### src/design/sdrd_pkg.sv
// ----------------------------------------------------------------------------
// sdrd_pkg
// Types and constants shared by the SD SPI block read receiver.
// ----------------------------------------------------------------------------
package sdrd_pkg;

    localparam int POLL_W    = 9;
    localparam int LIMIT_W   = 9;
    localparam int CFG_IDX_W = 1;
    localparam int LEN_IN_W  = 10;

    localparam logic [POLL_W:0] LIMIT_MAX   = 10'd256;
    localparam logic [7:0]      RX_FILL     = 8'hFF;
    localparam logic [7:0]      DATA_TOKEN  = 8'hFE;
    localparam logic [7:0]      R1_READY    = 8'h00;
    localparam int              R1_BUSY_BIT = 7;
    localparam logic [1:0]      CRC_BYTES   = 2'd2;

    localparam logic ACT_START = 1'b0;
    localparam logic ACT_BYTE  = 1'b1;

    typedef enum logic [CFG_IDX_W-1:0] {
        CFG_RESP_LIMIT  = 1'b0,
        CFG_TOKEN_LIMIT = 1'b1
    } cfg_idx_t;

    typedef enum logic [2:0] {
        PH_IDLE  = 3'd0,
        PH_R1    = 3'd1,
        PH_TOKEN = 3'd2,
        PH_DATA  = 3'd3,
        PH_CRC   = 3'd4,
        PH_TRAIL = 3'd5
    } phase_t;

    typedef enum logic [2:0] {
        ST_OK        = 3'd0,
        ST_SPI       = 3'd1,
        ST_TIMEOUT   = 3'd2,
        ST_BAD_R1    = 3'd3,
        ST_BAD_TOKEN = 3'd4
    } status_t;

    typedef struct packed {
        phase_t            phase;
        logic [POLL_W-1:0] poll_count;
        logic [1:0]        crc_skip_left;
        status_t           result_code;
    } ctl_t;

    typedef struct packed {
        logic       data_valid;
        logic [7:0] data_byte;
        logic       want_more;
        logic       done_res;
        status_t    status;
    } rslt_t;

    function automatic logic [POLL_W:0] eff_limit(input logic [LIMIT_W-1:0] v);
        if (v == '0 || {1'b0, v} > LIMIT_MAX) begin
            return LIMIT_MAX;
        end
        return {1'b0, v};
    endfunction

endpackage

### src/design/sdrd_step.sv
// ----------------------------------------------------------------------------
// sdrd_step
// Next-state and result logic for one transaction of the block read receiver.
// ----------------------------------------------------------------------------
module sdrd_step #(
    parameter  int MAX_BLOCK_BYTES = 512,
    localparam int HELD_FULL       = $clog2(MAX_BLOCK_BYTES + 1),
    localparam int HELD_W          = (HELD_FULL < sdrd_pkg::LEN_IN_W) ? HELD_FULL
                                                                      : sdrd_pkg::LEN_IN_W
) (
    input  sdrd_pkg::ctl_t                    ctl,
    input  logic [HELD_W-1:0]                 bytes_done,
    input  logic [HELD_W-1:0]                 length_held,
    input  logic [sdrd_pkg::LIMIT_W-1:0]      resp_limit,
    input  logic [sdrd_pkg::LIMIT_W-1:0]      token_limit,
    input  logic                              action,
    input  logic [sdrd_pkg::LEN_IN_W-1:0]     block_length,
    input  logic [7:0]                        rx_byte,
    input  logic                              link_error,
    output sdrd_pkg::ctl_t                    ctl_next,
    output logic [HELD_W-1:0]                 bytes_done_next,
    output logic [HELD_W-1:0]                 length_held_next,
    output sdrd_pkg::rslt_t                   rslt
);
    import sdrd_pkg::*;

    logic [POLL_W:0] poll_inc;
    logic [1:0]      crc_dec;
    logic [HELD_W:0] bytes_inc;

    assign poll_inc  = {1'b0, ctl.poll_count} + 1'b1;
    assign crc_dec   = ctl.crc_skip_left - 2'd1;
    assign bytes_inc = {1'b0, bytes_done} + 1'b1;

    always_comb begin
        ctl_next         = ctl;
        bytes_done_next  = bytes_done;
        length_held_next = length_held;
        rslt             = '0;
        if (action == ACT_START) begin
            if (int'(block_length) > MAX_BLOCK_BYTES) begin
                length_held_next = HELD_W'(MAX_BLOCK_BYTES);
            end else begin
                length_held_next = HELD_W'(block_length);
            end
            bytes_done_next       = '0;
            ctl_next.poll_count   = '0;
            ctl_next.crc_skip_left = '0;
            ctl_next.result_code  = ST_OK;
            ctl_next.phase        = PH_R1;
        end else begin
            case (ctl.phase)
                PH_R1: begin
                    ctl_next.poll_count = poll_inc[POLL_W-1:0];
                    if (link_error) begin
                        ctl_next.result_code = ST_SPI;
                        ctl_next.phase       = PH_TRAIL;
                    end else if (poll_inc >= eff_limit(resp_limit)) begin
                        ctl_next.result_code = ST_TIMEOUT;
                        ctl_next.phase       = PH_TRAIL;
                    end else if (rx_byte[R1_BUSY_BIT]) begin
                        ctl_next.phase = PH_R1;
                    end else if (rx_byte == R1_READY) begin
                        ctl_next.poll_count = '0;
                        ctl_next.phase      = PH_TOKEN;
                    end else begin
                        ctl_next.result_code = ST_BAD_R1;
                        ctl_next.phase       = PH_TRAIL;
                    end
                end
                PH_TOKEN: begin
                    ctl_next.poll_count = poll_inc[POLL_W-1:0];
                    if (link_error) begin
                        ctl_next.result_code = ST_SPI;
                        ctl_next.phase       = PH_TRAIL;
                    end else if (poll_inc >= eff_limit(token_limit)) begin
                        ctl_next.result_code = ST_TIMEOUT;
                        ctl_next.phase       = PH_TRAIL;
                    end else if (rx_byte == RX_FILL) begin
                        ctl_next.phase = PH_TOKEN;
                    end else if (rx_byte == DATA_TOKEN) begin
                        bytes_done_next = '0;
                        if (length_held == '0) begin
                            ctl_next.crc_skip_left = CRC_BYTES;
                            ctl_next.phase         = PH_CRC;
                        end else begin
                            ctl_next.phase = PH_DATA;
                        end
                    end else begin
                        ctl_next.result_code = ST_BAD_TOKEN;
                        ctl_next.phase       = PH_TRAIL;
                    end
                end
                PH_DATA: begin
                    rslt.data_valid = 1'b1;
                    rslt.data_byte  = rx_byte;
                    bytes_done_next = bytes_inc[HELD_W-1:0];
                    if (bytes_inc >= {1'b0, length_held}) begin
                        ctl_next.crc_skip_left = CRC_BYTES;
                        ctl_next.phase         = PH_CRC;
                    end
                end
                PH_CRC: begin
                    ctl_next.crc_skip_left = crc_dec;
                    if (crc_dec == 2'd0) begin
                        ctl_next.phase = PH_TRAIL;
                    end
                end
                PH_TRAIL: begin
                    rslt.done_res  = 1'b1;
                    rslt.status    = ctl.result_code;
                    ctl_next.phase = PH_IDLE;
                end
                default: begin
                    ctl_next.phase = PH_IDLE;
                end
            endcase
        end
        rslt.want_more = (ctl_next.phase != PH_IDLE);
    end

endmodule

### src/design/sd_spi_block_read_receiver.sv
// ----------------------------------------------------------------------------
// sd_spi_block_read_receiver
// Parses the SD card SPI reply to a single-block read: R1 poll, data token,
// payload, CRC and trailing byte, then reports done with a status.
//
//   channel | ports                         | direction
//   --------+-------------------------------+----------
//   input   | s_valid/s_ready + item fields | in
//   result  | m_valid/m_ready + result flds | out
//   config  | cfg_valid/cfg_ready, idx/data | in
//
// One transaction per cycle while the result buffer has room: the phase step is short
// combinational logic between the state registers and a two-entry result buffer.
// Each input transaction yields one result, registered in the output register or skid entry.
// Synchronous active-low reset; the poll limits reset to 256.
// The input side stalls only while both result entries are full.
// ----------------------------------------------------------------------------
module sd_spi_block_read_receiver #(
    parameter int MAX_BLOCK_BYTES = 512
) (
    input  logic                              aclk,
    input  logic                              aresetn,
    input  logic                              cfg_valid,
    output logic                              cfg_ready,
    input  logic [sdrd_pkg::CFG_IDX_W-1:0]    cfg_index,
    input  logic [sdrd_pkg::LIMIT_W-1:0]      cfg_data,
    input  logic                              s_valid,
    output logic                              s_ready,
    input  logic                              s_action,
    input  logic [sdrd_pkg::LEN_IN_W-1:0]     s_block_length,
    input  logic [7:0]                        s_rx_byte,
    input  logic                              s_link_error,
    output logic                              m_valid,
    input  logic                              m_ready,
    output logic                              m_data_valid,
    output logic [7:0]                        m_data_byte,
    output logic                              m_want_more,
    output logic                              m_done_res,
    output logic [2:0]                        m_status
);
    import sdrd_pkg::*;

    localparam int HELD_FULL = $clog2(MAX_BLOCK_BYTES + 1);
    localparam int HELD_W    = (HELD_FULL < LEN_IN_W) ? HELD_FULL : LEN_IN_W;

    logic [LIMIT_W-1:0] resp_limit_reg;
    logic [LIMIT_W-1:0] token_limit_reg;

    ctl_t               ctl_reg;
    ctl_t               ctl_next;
    logic [HELD_W-1:0]  bytes_done_reg;
    logic [HELD_W-1:0]  bytes_done_next;
    logic [HELD_W-1:0]  length_held_reg;
    logic [HELD_W-1:0]  length_held_next;
    rslt_t              rslt_next;

    rslt_t              out_reg;
    logic               out_valid_reg;
    rslt_t              skid_reg;
    logic               skid_valid_reg;

    logic               push;
    logic               pop;

    assign cfg_ready = 1'b1;
    assign s_ready   = !skid_valid_reg;
    assign push      = s_valid && s_ready;
    assign pop       = out_valid_reg && m_ready;

    sdrd_step #(
        .MAX_BLOCK_BYTES (MAX_BLOCK_BYTES)
    ) u_step (
        .ctl              (ctl_reg),
        .bytes_done       (bytes_done_reg),
        .length_held      (length_held_reg),
        .resp_limit       (resp_limit_reg),
        .token_limit      (token_limit_reg),
        .action           (s_action),
        .block_length     (s_block_length),
        .rx_byte          (s_rx_byte),
        .link_error       (s_link_error),
        .ctl_next         (ctl_next),
        .bytes_done_next  (bytes_done_next),
        .length_held_next (length_held_next),
        .rslt             (rslt_next)
    );

    always_ff @(posedge aclk) begin
        if (!aresetn) begin
            resp_limit_reg  <= LIMIT_W'(LIMIT_MAX);
            token_limit_reg <= LIMIT_W'(LIMIT_MAX);
        end else if (cfg_valid && cfg_ready) begin
            case (cfg_idx_t'(cfg_index))
                CFG_RESP_LIMIT:  resp_limit_reg  <= cfg_data;
                CFG_TOKEN_LIMIT: token_limit_reg <= cfg_data;
                default: begin
                end
            endcase
        end
    end

    always_ff @(posedge aclk) begin
        if (!aresetn) begin
            ctl_reg         <= '{phase: PH_IDLE, poll_count: '0, crc_skip_left: '0,
                                 result_code: ST_OK};
            bytes_done_reg  <= '0;
            length_held_reg <= '0;
        end else if (push) begin
            ctl_reg         <= ctl_next;
            bytes_done_reg  <= bytes_done_next;
            length_held_reg <= length_held_next;
        end
    end

    always_ff @(posedge aclk) begin
        if (!aresetn) begin
            out_valid_reg  <= 1'b0;
            skid_valid_reg <= 1'b0;
        end else if (!out_valid_reg || pop) begin
            if (skid_valid_reg) begin
                out_valid_reg  <= 1'b1;
                skid_valid_reg <= 1'b0;
            end else begin
                out_valid_reg <= push;
            end
        end else if (push) begin
            skid_valid_reg <= 1'b1;
        end
    end

    always_ff @(posedge aclk) begin
        if (!out_valid_reg || pop) begin
            if (skid_valid_reg) begin
                out_reg <= skid_reg;
            end else if (push) begin
                out_reg <= rslt_next;
            end
        end else if (push) begin
            skid_reg <= rslt_next;
        end
    end

    assign m_valid      = out_valid_reg;
    assign m_data_valid = out_reg.data_valid;
    assign m_data_byte  = out_reg.data_byte;
    assign m_want_more  = out_reg.want_more;
    assign m_done_res   = out_reg.done_res;
    assign m_status     = out_reg.status;

`ifndef SYNTHESIS
    a_skid_behind_out: assert property (@(posedge aclk) disable iff (!aresetn)
        skid_valid_reg |-> out_valid_reg)
        else $error("skid entry held while result register empty");

    a_done_ends_read: assert property (@(posedge aclk) disable iff (!aresetn)
        out_valid_reg && out_reg.done_res |-> !out_reg.want_more)
        else $error("done result still asks for more bytes");

    a_status_only_on_done: assert property (@(posedge aclk) disable iff (!aresetn)
        out_valid_reg && !out_reg.done_res |-> out_reg.status == ST_OK)
        else $error("status reported without done");

    a_start_arms_r1: assert property (@(posedge aclk) disable iff (!aresetn)
        push && s_action == ACT_START |=> ctl_reg.phase == PH_R1)
        else $error("start transaction did not arm R1 poll");
`endif

endmodule
### config.mk
export PLATFORM = sky130hd
export DESIGN_NAME = sd_spi_block_read_receiver
export DESIGN_NICKNAME = d
export VERILOG_FILES = /design/src/design/sdrd_pkg.sv /design/src/design/sdrd_step.sv /design/src/design/sd_spi_block_read_receiver.sv
export SDC_FILE = /design/constraint.sdc
export NUM_CORES = 1
export LEC_CHECK = 0
export BUFFER_PORTS_ARGS = -buffer_cell sky130_fd_sc_hd__clkbuf_2
export CORE_MARGIN = 3
export CORE_UTILIZATION = 64
export DETAILED_ROUTE_END_ITERATION = 12
export PLACE_DENSITY = 0.88
export SYNTH_ARGS = -nofsm -noshare
export SYNTH_HDL_FRONTEND = slang
export SYNTH_SLANG_ARGS = --single-unit
### constraint.sdc
create_clock -name aclk -period 7.5 [get_ports aclk]
set_input_delay 1.5 -clock aclk [delete_from_list [all_inputs] [get_ports aclk]]
set_output_delay 1.5 -clock aclk [all_outputs]
set_load 0.02 [all_outputs]
**Yosys cells after proc, flatten, opt, wreduce, memory -nomap -nowiden**

Index checks and enable logic that the tools add are counted.

- Register bits after elaboration: 85
- Input port bits: 35
- Logic and storage cells: 142
- Output and inout port bits: 17

- Magnitude comparators: 6
- Reductions and logical operators: 24
- Multiplexer cells: 65
- Bitwise gates (word level): 4
- Eq/ne operators: 20
- Add/subtract/negate cells: 3

Operators by type and width:

| cell | count |
|---|---|
| $mux W10 | 16 |
| $mux W3 | 18 |
| $mux W9 | 6 |
| $mux W14 | 2 |
| $ge A10 B10 Y1 | 2 |
| $ne A5 B4 Y1 const B | 4 |
| $pmux W10 S2 | 1 |
| $gt A9 B9 Y1 const B | 2 |
| $logic_not A9 Y1 | 2 |
| $pmux W9 S2 | 1 |
| $mux W17 | 1 |
| $eq A8 B8 Y1 const B | 2 |
| $pmux W3 S4 | 1 |
| $reduce_and A2 Y1 | 6 |
| $reduce_and A6 Y1 | 2 |
| $add A10 B1 Y11 const B | 1 |
| $ge A11 B10 Y1 | 1 |
| $add A9 B1 Y10 const B | 1 |
| $gt A10 B10 Y1 const B | 1 |
| $logic_not A10 Y1 | 1 |
| $mux W2 | 5 |
| $mux W1 | 9 |
| $ne A3 B2 Y1 const B | 3 |
| $ne A3 B3 Y1 const B | 3 |
| 20 further kinds | 31 |

**Longest topological paths before layout**

Gate-level depths: netlist of run 1.

- Depth after elaboration: 18
- Depth in mapped cells: 13
- Depth with buffers taken out: 12

**Hierarchy**

Synthesis of run 1 repeated with hierarchy kept, for this count alone.

- Cell total of the unflattened synthesis: 604
- Area, all modules: 5418.9 µm²

Modules (own cells, without submodules):

| module | seq. area each (µm²) | area each (µm²) | instances | cells each |
|---|---|---|---|---|
| sd_spi_block_read_receiver | 1981.9 | 3288.2 | 1 | 285 |
| sdrd_step | 0.0 | 2130.8 | 1 | 319 |

**Worst setup path before layout of run 1**

OpenSTA, ideal clock, no wires.

- Path kind: input port to flip-flop
- Start: input port s_rx_byte[6]
- End: register ctl_reg[4] (netlist name)
- Buffers on the path: 0
- Stages on the path: 7
- Setup time: 0.131 ns
- Data arrival time: 3.061 ns
- Required time: 7.369 ns
- Path slack: 4.308 ns
- Path through: and4_1 -> nand4_2 -> or3_1 -> or4_4 -> a211oi_4 -> nand2b_1 -> a21oi_2

- Longest elaborated chain between the ends: 3
- Elaborated cells on any way between the ends: 5
- Classes of those cells: 4 x eq/ne; 1 x reduce/logical

Ends and longest elaborated chain:

| what | line | text |
|---|---|---|
| start: declaration | sd_spi_block_read_receiver.sv:31 | `input logic [7:0] s_rx_byte,` |
| $eq A8 B8 Y1, on equally long branches | sdrd_step.sv:79, sdrd_step.sv:81 |  |
| $ne A3 B3 Y1 (no source line) / $ne A3 B2 Y1 (equally long branches) | - |  |
| $reduce_and A8 Y1 (no source line) (*) | - |  |
| end signal: assignment | sd_spi_block_read_receiver.sv:104 | `ctl_reg <= '{phase: PH_IDLE, poll_count: '0, crc_skip_left: '0,` |
| end signal: assignment | sd_spi_block_read_receiver.sv:109 | `ctl_reg <= ctl_next;` |
| end: declaration | sd_spi_block_read_receiver.sv:49 | `ctl_t ctl_reg;` |

Every way passes the cells marked *; elsewhere a longest branch is shown, timed or not.
A chain may end at the register's enable or synchronous reset.

==> results.yml, run 1 <==
status:
  status: "complete, no violations"
power_and_ir_drop:
  peakVddDrop_mv: 0.100
  power_uw: 960
  powerDensity_mw_per_mm2: 182
  leakagePower_uw: 0.00209
timing:
  max_freq_mhz: 275
  hold_viol: 0
  tns_ns: 0
  fin_crit_sh: 0.486
  maxSlewHeadroom: 0.199
  rsz0062_at_grt: "false"
  final-setup-viol-count: 0
  drv_slew: 0
  clock_skew_ns: 0.0172
  finalCriticalPeriod_ns: 3.64
  tightest_slew_ns: 1.20
setup_path:
  arrival_ns: 3.75
  end_kind: "register"
  cp_max_fo: 5
  cp.required_ns: 7.61
  crit_start: "bytes_done_reg[0]"
  crit_chain: "ha_1, nand3_1, or3_1, xnor2_1, ha_1, a21o_1, a21oi_1, o21ai_0, a21o_1, a22o_1, nor4_1, nand4_1"
  slowest_stage: "or3_1"
  critical_path_class: "reg2reg"
  max_stage_delay_ns: 0.51
  reg2reg_from: "bytes_done_reg[0]"
  startpoint_type: "register"
logic_synthesis:
  synth_cell_types: 59
  syn_inst: 541
  synthArstFlopShare: 0
  syn_avg_cell_area_sq_um: 8.87
  synth_edf_count: 28
  synth_seq_area_share: 0.413
  ys.flop_type: "dfxtp_1"
  syn_nets: 609
  synth_warnings: 0
  syn-cell-area_sq_mm: 0.00480
  ys_ff_latch: 85
place:
  io_buffers: 50
  placed_area_sq_mm: 0.00507
  gp_congestion: 0.885
  hpwlAfterDp_um: 8370
global_routing:
  grt_pass1_wl_um: 18700
  antenna_found_initial: 0
  gr-total-overflow: 0
  grt_start_max_net_pins: 42
  grt_pass1_vias: 4035
  track_usage: 0.273
detailed_routing:
  routedWlPerCell_um: 16.9
  routed_wl_um: 11500
  route.detailed.drc: 0
  dr.pass1.iters: 6
  vias: 4177
  vias_per_cell: 6.15
  drt-initial-drc-count: 281
  drtAntennaViolNets: 0
finish:
  synthToLayoutAreaGrowth_pct: 9.80
  num_antenna_cells: 0
  fillers: 517
  fin_area_sq_mm: 0.00527
  largest_register_ffs: 17
  final_nets: 646
  drive_gt1_frac: 0.156
floorplan:
  start_util: 0.684
  rows: 30
  dieArea_sq_mm: 0.00858
  die_w_um: 92.6
  core_area_sq_mm: 0.00702
  die_h_um: 92.6
  io_pins: 52
clocking:
  cts_resized: 0
  cts_sinks: 85
  hold_buffers: 0
  htreeDepth: 3
  clockRootBuffer: "clkbuf_8"
  clockBufferDepth: 2
  numCtsBuffers: 9
  cts_tree: "built"
  cts.clk_slew.worst_paths_ns: 0.10
  post_cts_buffers: 0
  clock_latency_ns: 0.38
worst_hold_path:
  hp-class: "reg2reg"
  worstHoldStart: "ctl_reg[0]"
job:
  drv_cap: 0
## final timing paths
check / end / slack (ns) / cells after the start
min reg2reg: ctl_reg[0] / 0.47 / 2
max reg2reg: skid_reg[4] / 3.86 / 12
min: ctl_reg[0] / 0.47 / 2
max: skid_reg[4] / 3.86 / 12
## final cells by class
class	count	area (sq um)	area share
clock inverters	7	76.3	0.0145
repair buffers	51	258	0.0489
well taps	96	120	0.0228
inverters	17	63.8	0.0121
flip-flops and latches	85	1980	0.376
clock buffers	9	124	0.0235
multi-input cells	414	2650	0.502
## power breakdown
part,internal (uW),leakage [uW],switching (uW)
logic,47.5,0.00127,76.0
registers,492,0.000717,11.7
clock network,133,0.000103,199
total,673,0.00209,287
## layer usage
layer  GRT usage  up-vias  routed length (um)  part of all wire
li1            -     2023                   -                 -
met1       0.342     1973                4950              0.43
met2       0.467      150                5650              0.49
met3      0.0496       31                 627             0.055
met4       0.106        0                 265             0.023
met5           0        -                   0                 0
## placed cells by master, fill, tap and decap left out, types with 2 or more instances in the layout
| cell | instances |
|---|---|
| a21o_1 | 7 |
| a41oi_1 | 2 |
| and2_1 | 12 |
| nand4_1 | 7 |
| o21ai_0 | 20 |
| or3_1 | 5 |
| a31oi_1 | 4 |
| nand2_1 | 69 |
| xnor2_1 | 12 |
| o31ai_1 | 3 |
| xor2_1 | 3 |
| o211ai_1 | 4 |
| nor3b_1 | 8 |
| o21a_1 | 4 |
| nor2_1 | 38 |
| clkbuf_2 | 50 |
| and3_1 | 4 |
| inv_8 | 3 |
| nand2b_1 | 22 |
| nor3_1 | 16 |
| or2_2 | 5 |
| a21oi_1 | 49 |
| dfxtp_1 | 57 |
| inv_6 | 2 |
| mux2i_1 | 3 |
| a22oi_1 | 8 |
| nor4_1 | 13 |
| nor2b_1 | 7 |
| mux2_2 | 12 |
| ha_1 | 33 |
| nand3_1 | 15 |
| edfxtp_1 | 28 |
| a211oi_1 | 5 |
| inv_1 | 16 |
| clkbuf_8 | 9 |
| nand3b_1 | 2 |
| o21ai_1 | 2 |
## worst max-delay path, delay by kind of cell, from the launching register on
kind                       cells  cell delay [ns]
adders and majority gates      2             0.55
xor gates and xnor gates       1             0.20
AOI/OAI and AO/OA              5             0.92
DFF                            1             0.42
and+or+nand+nor                4             1.29
## metrics by stage
step | setup WS [ns] | instances | utilization | hold slack [ns]
after CTS | 3.93 | 679 | 0.751 | 0.468
after global routing | 3.71 | 679 | 0.751 | 0.505
after floorplan | 4.31 | 541 | - | 0.434
final | 3.86 | 679 | 0.751 | 0.471
after detailed placement | 3.75 | 663 | 0.722 | 0.454
after global placement | 3.82 | 663 | 0.722 | 0.452
## cell families (layout without fill, tap and decap cells)
logic type / after synthesis / after routing / share of synthesized area
compound gates: 121 / 121 / 0.161
xor+xnor: 15 / 15 / 0.0274
fa+ha+maj: 33 / 33 / 0.0860
buf+inv: 42 / 84 / 0.0357
flops: 85 / 85 / 0.413
mux: 15 / 15 / 0.0344
other cells: 1 / 1 / 0.000781
simple gates: 229 / 229 / 0.242
## synthesized netlist by cell type (7+ instances only)
master / count / area (sq um)
nand2_1: 69 / 259
dfxtp_1: 57 / 1140
a21oi_1: 49 / 245
nor2_1: 38 / 143
ha_1: 33 / 413
edfxtp_1: 28 / 841
nand2b_1: 22 / 138
o21ai_0: 20 / 100
clkbuf_1: 19 / 71.3
inv_1: 16 / 60.1
nor3_1: 16 / 80.1
nand3_1: 15 / 75.1
nor4_1: 13 / 81.3
and2_1: 12 / 75.1
mux2_2: 12 / 135
xnor2_1: 12 / 105
a22oi_1: 8 / 60.1
nor3b_1: 8 / 60.1
a21o_1: 7 / 52.6
nand4_1: 7 / 43.8
nor2b_1: 7 / 43.8
(Power assumes the default switching activity.)
==> run 2: changes to the inputs <==
--- a/config.mk
+++ b/config.mk
@@ -7,9 +7,9 @@
 export LEC_CHECK = 0
 export BUFFER_PORTS_ARGS = -buffer_cell sky130_fd_sc_hd__clkbuf_2
 export CORE_MARGIN = 3
-export CORE_UTILIZATION = 64
+export CORE_UTILIZATION = 59
 export DETAILED_ROUTE_END_ITERATION = 12
-export PLACE_DENSITY = 0.88
+export PLACE_DENSITY = 0.82
 export SYNTH_ARGS = -nofsm -noshare
 export SYNTH_HDL_FRONTEND = slang
 export SYNTH_SLANG_ARGS = --single-unit
==> constraint.sdc (replaced) <==
create_clock -name aclk -period 3.8 [get_ports aclk]
set_input_delay 0.76 -clock aclk [delete_from_list [all_inputs] [get_ports aclk]]
set_output_delay 0.76 -clock aclk [all_outputs]
set_load 0.02 [all_outputs]
==> run 2 against run 1 <==
Hold slack got worse by 0.0033 ns. Critical path depth did not move. Worst setup slack got worse by 3.5 ns. First-iteration DRC count fell by 11%. Global-route usage is 2.3 points lower. Design area up 0.47%. Core utilization down 7.3 points. Clock skew fell by 0.0035 ns. Critical endpoint is now m_want_more. Largest cell class unchanged. Highest routed layer unchanged.
==> results.yml, run 2 (synthesized netlist as in run 1, its figures left out) <==
worst_hold_path:
  whs_endpoint: "ctl_reg[0]"
  worstHoldStart: "ctl_reg[0]"
  hold_depth: 2
  hp-class: "reg2reg"
detailed_routing:
  route.detailed.drc: 0
  drtAntennaViolNets: 0
  routed_wl_um: 10900
  vias_per_cell: 5.98
  routedWlPerCell_um: 15.7
  dr.pass1.iters: 5
  vias: 4129
  drt-initial-drc-count: 250
setup_path:
  arrival_ns: 3.66
  cp.required_ns: 4.00
  end_kind: "register"
  r2r_setup_slack_ns: 0.34
  timing.rr.end: "m_want_more"
  startpoint_type: "register"
  reg2reg_from: "bytes_done_reg[0]"
  cp_max_fo: 5
  critical_path_class: "reg2reg"
  r2r.worst_path.cells: 12
place:
  hpwlAfterDp_um: 8200
  pre_cts_ws_ns: 0.457
  io_buffers: 50
  gp_congestion: 0.907
finish:
  layout_commonest_cell: "nand2_1"
  synthToLayoutAreaGrowth_pct: 10.3
  final_nets: 651
  drive_gt1_frac: 0.163
  final_util: 0.678
  largest_register_ffs: 17
  num_antenna_cells: 0
  final_cell_mix: "nand2_1, dfxtp_1, clkbuf_2"
floorplan:
  dieArea_sq_mm: 0.00926
  die_h_um: 96.2
  io_pins: 52
  die_w_um: 96.2
  start_util: 0.615
  core_area_sq_mm: 0.00781
  rows: 32
timing:
  tns_ns: 0
  finalCriticalPeriod_ns: 3.46
  max_freq_mhz: 289
  maxSlewHeadroom: 0.530
  hold_ws_ns: 0.468
  setup_slack_ns: 0.344
  fin_crit_sh: 0.909
  final-setup-viol-count: 0
  clock_skew_ns: 0.0137
  tightest_slew_ns: 0.704
  drv_slew: 0
  hold_viol: 0
  rsz0062_at_grt: "false"
job:
  drv_cap: 0
clocking:
  hold_buffers: 0
  clockRootBuffer: "clkbuf_8"
  cts.clk_slew.worst_paths_ns: 0.10
  cts_sinks: 85
  cts_resized: 0
  clockBufferDepth: 2
  htreeDepth: 3
  post_cts_buffers: 0
  numCtsBuffers: 9
  clock_latency_ns: 0.37
  cts_tree: "built"
global_routing:
  grt_pass1_vias: 3973
  gr-total-overflow: 0
  track_usage: 0.250
  grt_start_max_net_pins: 27
  grt_pass1_wl_um: 18100
  antenna_found_initial: 0
power_and_ir_drop:
  powerDensity_mw_per_mm2: 347
  leakagePower_uw: 0.00210
  peakVddDrop_mv: 0.206
status:
  status: "complete, no violations"
run 2: metal layers:
metal / up-vias / GRT usage / wire [um]
li1: 2039 / - / -
met1: 1949 / 0.316 / 4810
met2: 121 / 0.426 / 5340
met3: 20 / 0.0453 / 496
met4: 0 / 0.0877 / 206
met5: - / 0 / 0
run 2: per-stage QoR:
stage | cells | total power [uW] | instance area (sq um)
3_3_place_gp | 674 | 1240 | 5120
5_1_grt | 690 | 1920 | 5300
4_1_cts | 690 | 1850 | 5300
6_report | 690 | 1840 | 5300
3_5_place_dp | 674 | 1250 | 5120
2_1_floorplan | 541 | 1180 | 4800
run 2: worst max-delay path by stage:
stage | from | to | slack (ns) | cells past startpoint
4_1_cts | bytes_done_reg[0] | m_want_more | 0.39 | 12
5_1_grt | ctl_reg[5] | m_want_more | 0.17 | 11
2_1_floorplan | resp_limit_reg[0] | skid_reg[4] | 0.83 | 13
3_3_place_gp | bytes_done_reg[0] | m_want_more | 0.56 | 12
3_5_place_dp | bytes_done_reg[0] | m_want_more | 0.46 | 12
6_report | bytes_done_reg[0] | m_want_more | 0.34 | 12
run 2: worst max-delay path, cell delays in order, from the launching register on:
cell and delay (ns):
dfxtp_1 0.41, ha_1 0.25, nand3_1 0.20, or3_1 0.49
xnor2_1 0.16, ha_1 0.29, a21o_1 0.16, a21oi_1 0.14
o21ai_0 0.13, a211oi_1 0.58, a21o_1 0.18, nor4_1 0.07
a2bb2oi_1 0.22
run 2: cell type report:
class	count	area, sq um
multi-input combinational	414	2650
fill	613	2510
sequential	85	1980
timing repair buffer	56	295
tap	102	128
clock buffer	9	124
inverter	17	63.8
clock inverter	7	56.3
run 2: report_power, final:
part           switching (uW)  total, uW  internal (uW)  leakage (uW)
combinational             147        242           95.0       0.00129
clock                     356        602            246     0.0000872
sequential               22.4        993            971      0.000717
